**src/hw/rtl/paids_pkg.sv**
```systemverilog
// Package: sizes, operation and status codes, and chain command types for the array unit.
`default_nettype none

package paids_pkg;

	// Array geometry and field widths
	localparam int DEPTH  = 64;
	localparam int WORD_W = 32;
	localparam int CNT_W  = 7;
	localparam int IDX_W  = 6;
	localparam int FUNC_W = 3;
	localparam int STAT_W = 3;

	// Search encoder grouping
	localparam int GRP   = 8;
	localparam int GRP_W = 3;
	localparam int NGRP  = (DEPTH + GRP - 1) / GRP;

	// Operation codes on the func field
	localparam logic [FUNC_W-1:0] FN_CLEAR  = 3'd0;
	localparam logic [FUNC_W-1:0] FN_INSERT = 3'd1;
	localparam logic [FUNC_W-1:0] FN_DELETE = 3'd2;
	localparam logic [FUNC_W-1:0] FN_SEARCH = 3'd3;
	localparam logic [FUNC_W-1:0] FN_READ   = 3'd4;

	// Result status codes
	localparam logic [STAT_W-1:0] STAT_OK       = 3'd0;
	localparam logic [STAT_W-1:0] STAT_FULL     = 3'd1;
	localparam logic [STAT_W-1:0] STAT_EMPTY    = 3'd2;
	localparam logic [STAT_W-1:0] STAT_BADPOS   = 3'd3;
	localparam logic [STAT_W-1:0] STAT_NOTFOUND = 3'd4;

	// Per-cell load select
	typedef enum logic [2:0] {
		CELL_HOLD,
		CELL_NEW,
		CELL_LEFT,
		CELL_RIGHT,
		CELL_WRAP
	} cell_op_t;

	// Whole-chain operation
	typedef enum logic [1:0] {
		CH_NONE,
		CH_INSERT,
		CH_DELETE,
		CH_ROTATE
	} chain_op_t;

	// Command from the sequencer to the chain
	typedef struct packed {
		chain_op_t          op;
		logic [CNT_W-1:0]   pos;
		logic [CNT_W-1:0]   n;
		logic [WORD_W-1:0]  value;
		logic [WORD_W-1:0]  key;
	} chain_cmd_t;

endpackage

`default_nettype wire

```
**src/hw/rtl/paids_find.sv**
```systemverilog
// Registered two-level priority encoder that finds the lowest hit of the chain.
`default_nettype none

module paids_find (
	input  wire                         clk,
	input  wire                         cap,
	input  wire [paids_pkg::DEPTH-1:0]  hits,
	output logic                        hit,
	output logic [paids_pkg::IDX_W-1:0] idx
);
	import paids_pkg::*;

	logic [DEPTH-1:0]    hits_s1;
	logic [NGRP*GRP-1:0] pad;
	logic [GRP_W-1:0]    grp_idx_d [NGRP];
	logic [NGRP-1:0]     grp_hit_s2;
	logic [GRP_W-1:0]    grp_idx_s2 [NGRP];

	// capture compare results of the chain
	always_ff @(posedge clk) begin
		if (cap)
			hits_s1 <= hits;
	end

	genvar k;
	generate
		for (k = 0; k < NGRP * GRP; k++) begin : g_pad
			if (k < DEPTH) begin : g_real
				assign pad[k] = hits_s1[k];
			end else begin : g_fill
				assign pad[k] = 1'b0;
			end
		end
	endgenerate

	// first level: lowest hit within each group
	always_comb begin
		for (int g = 0; g < NGRP; g++) begin
			grp_idx_d[g] = '0;
			for (int j = GRP - 1; j >= 0; j--) begin
				if (pad[g*GRP + j])
					grp_idx_d[g] = GRP_W'(j);
			end
		end
	end

	// first level register
	always_ff @(posedge clk) begin
		for (int g = 0; g < NGRP; g++) begin
			grp_hit_s2[g] <= |pad[g*GRP +: GRP];
			grp_idx_s2[g] <= grp_idx_d[g];
		end
	end

	// second level: lowest group with a hit
	always_comb begin
		hit = |grp_hit_s2;
		idx = '0;
		for (int g = NGRP - 1; g >= 0; g--) begin
			if (grp_hit_s2[g])
				idx = IDX_W'(g * GRP) + IDX_W'(grp_idx_s2[g]);
		end
	end

endmodule

`default_nettype wire

```
**config.mk**
```make
export PLATFORM = sky130hd
export DESIGN_NAME = paids_find
export DESIGN_NICKNAME = d
export VERILOG_FILES = /design/src/hw/rtl/paids_pkg.sv /design/src/hw/rtl/paids_find.sv
export SDC_FILE = /design/constraint.sdc
export NUM_CORES = 1
export LEC_CHECK = 0
export ABC_AREA = 1
export BUFFER_PORTS_ARGS = -buffer_cell sky130_fd_sc_hd__buf_2
export CAP_MARGIN = 20
export CORE_MARGIN = 1
export CORE_UTILIZATION = 53
export CTS_BUF_LIST = sky130_fd_sc_hd__clkbuf_4 sky130_fd_sc_hd__clkbuf_8 sky130_fd_sc_hd__clkbuf_16
export CTS_CLUSTER_DIAMETER = 60
export DETAILED_ROUTE_END_ITERATION = 10
export PLACE_DENSITY = 0.86
export SYNTH_ARGS = -nofsm -noshare
export SYNTH_HDL_FRONTEND = slang
export SYNTH_SLANG_ARGS = --single-unit
```
**constraint.sdc**
```tcl
create_clock -name clk -period 1.3 [get_ports clk]
set_input_delay 0.065 -clock clk [delete_from_list [all_inputs] [get_ports clk]]
set_output_delay 0.065 -clock clk [all_outputs]
set_load 0.1 [all_outputs]
```
==> qor.yml <==
postSynth.asyncResetShare_pct: 0
clk_pin_slew_ps: 90
path_max_fanout: 4
min_path_cells: 2
synthDistinctLibCells: 16
pwr-share-clk_pct: 34.9
max_cap_viol_count: 0
irDropWorstVdd_v: 0.001021
grtUsageTotal_pct: 23.45
grtUsageMet3_pct: 3.976
dieWidth_um: 83.29
final_util_pct: 80.30
setup_tns_ps: -1574
synth_most_common_cell: "edfxtp_1"
slew_viol_final: 0
swShare_pct: 21.31
worstSkewPairLatency_ps: 350
syn_nets: 365
path_class: "flop to primary output"
vias: 2701
port_buffers: 72
syn_area_um2: 3502
grt_pass1_vias: 2846
r2r_cells: 3
instances_no_fill: 532
hold_path.class: "input pin to flop"
syn_to_final_growth_pct: 45.59
min_period_over_period_pct: 122.3
fin_ws_ps: -289.9
worst_slew_pin_slew_ps: 342.0
cp-end-kind: "primary output"
ys_seq_area_share_pct: 73.17
yosysTopAreaCell: "edfxtp_1"
cts_root_buf: "clkbuf_8"
setup_viol: 7
dp.cells: 451
slew_headroom_pct: 77.03
wire_per_inst_um: 14.43
cts_sinks: 96
h-tree-depth: 3
grt_pass1_wl_mm: 12.32
synth_top_area_share_pct: 54.88
place_congestion: 0.8089
power_frac_seq_pct: 55.9
dr.first_iter.drc_count: 142
drc_errors: 0
synth-edff-count: 64
violations: "negative setup slack"
grt_util_met1_pct: 25.10
core_um2: 6350
drive_gt1_share_pct: 27.03
ioPinCount: 73
antenna_found_initial: 0
finalHoldViolCount: 0
antenna_left: 0
initial_utilization_pct: 55.15
fin_crit_ps: 1590
p_leak_nw: 2.070
comb_power_share_pct: 9.2
synthCells: 299
die_y_um: 83.29
cts_tree: "yes"
cp.required_ps: 1240
place_hpwl_mm: 4.195
wirelength_mm: 7.679
rows: 29
met2_usage_pct: 43.74
clk_path_buf_depth: 2
nets: 516
start_kind: "flop"
grt.busiest_layer: "met2"
powerDensity_nw_per_um2: 1271
finClkSkew_ps: 9.092
dr.pass1.iters: 4
die-area_um2: 6937
internal_power_mw: 5.099
avgSynthCellArea_um2: 11.71
insertedDiodeCount: 0
synth_top_cells_by_area: "edfxtp_1 (55%), dfxtp_1 (18%), a21oi_1 (6.0%), nand2_1 (4.2%), inv_1 (3.2%)"
rsz0062_at_grt: "yes"
yosysWarnings: 0
max_freq_ghz: 0.6290
status: "finished, violations left"
avgViaCountPerCell: 5.077
synth_ff_type: "edfxtp_1"
grt_max_degree: 65
switchingPower_mw: 1.381
ys_ff_latch: 96
power.total_mw: 6.480
worstPathArrival_ps: 1520
cts_buffers: 9
netlist_top_cells_count: "edfxtp_1 (64), a21oi_1 (42), nand2_1 (39)"
gr-total-overflow: 0
-- layout by cell type, fill, tap and decap left out, drive strengths merged --
| master | instances |
|---|---|
| a211oi | 2 |
| a21oi | 42 |
| buf | 77 |
| bufinv | 2 |
| clkbuf | 14 |
| dfxtp | 32 |
| dlygate4sd3 | 64 |
| edfxtp | 64 |
| inv | 33 |
| nand2 | 40 |
| nand3 | 6 |
| nor2 | 28 |
| nor3 | 18 |
| nor4 | 8 |
| o21ai | 8 |
| or2 | 17 |
-- sequential cells by signal, summed over array words and instances, names as in the netlist --
| name | flops |
|---|---|
| grp_hit_s2 | 8 |
| grp_idx_s2 | 24 |
| hits_s1 | 64 |
-- layout make-up --
class / instances / area (µm²)
clock buffer: 14 / 178.9
tap: 77 / 96.34
fill: 353 / 1251
sequential: 96 / 2579
multi-input combinational: 169 / 894.6
clock inverter: 2 / 60.06
timing repair buffer: 141 / 1164
inverter: 33 / 126.4
-- per-layer routing --
layer / vias up / part of all wire, %
met5: - / 0
met4: 0 / 2.8
met3: 18 / 3.7
met2: 99 / 56
met1: 1249 / 37
li1: 1335 / -
-- metrics by stage --
step	setup slack (ps)	instance area [µm²]	hold WS [ps]
final	-289.9	5099	232.8
after detailed placement	16.71	4126	243.1
after global placement	67.10	4126	242.7
after CTS	-273.9	5047	230.8
after floorplan	-239.4	3548	163.9
after global routing	-373.9	5099	244.1
-- final timing paths --
check,start,to,slack (ps)
worst min-delay path,cap,hits_s1[31],230
worst max register to register,hits_s1[31],grp_hit_s2[3],80
worst min register to register,hits_s1[24],grp_idx_s2[0][9],430
worst max-delay path,grp_hit_s2[6],idx[1],-290
-- logic make-up after synthesis --
kind of cell / count (synthesis) / share of synthesized area [%]
AO/OA/AOI/OAI: 52 / 7.574
buffers and inverters: 34 / 3.859
flip-flops: 96 / 73.17
AND/OR/NAND/NOR: 117 / 15.40
-- worst max-delay path, cell delays in order, from the launching register on --
cell	delay (ps)
dfxtp_4	390
buf_6	110
nand2_2	40
nand2_2	70
nand2_2	60
nand2_2	70
nand2_2	50
nand2_1	50
nand2_1	70
nand2_2	80
buf_12	170
-- power groups by stage --
stage | Sequential (mW) | Clock, mW | Combinational (mW)
floorplan | 3.65 | 0 | 0.225
global placement | 3.67 | 0 | 0.416
detailed placement | 3.68 | 0 | 0.430
CTS | 3.61 | 2.27 | 0.582
global route | 3.64 | 2.41 | 0.657
finish | 3.62 | 2.26 | 0.599
-- timing repair --
item | in CTS | in global routing
endpoints found under the setup margin | 7 | 7
resized for setup | 13 | 17
setup buffers | 1 | 0
pin swaps | 2 | 6
endpoints found under the hold margin | 64 | 0
hold buffers | 64 | 0
(Power assumes the default switching activity.)
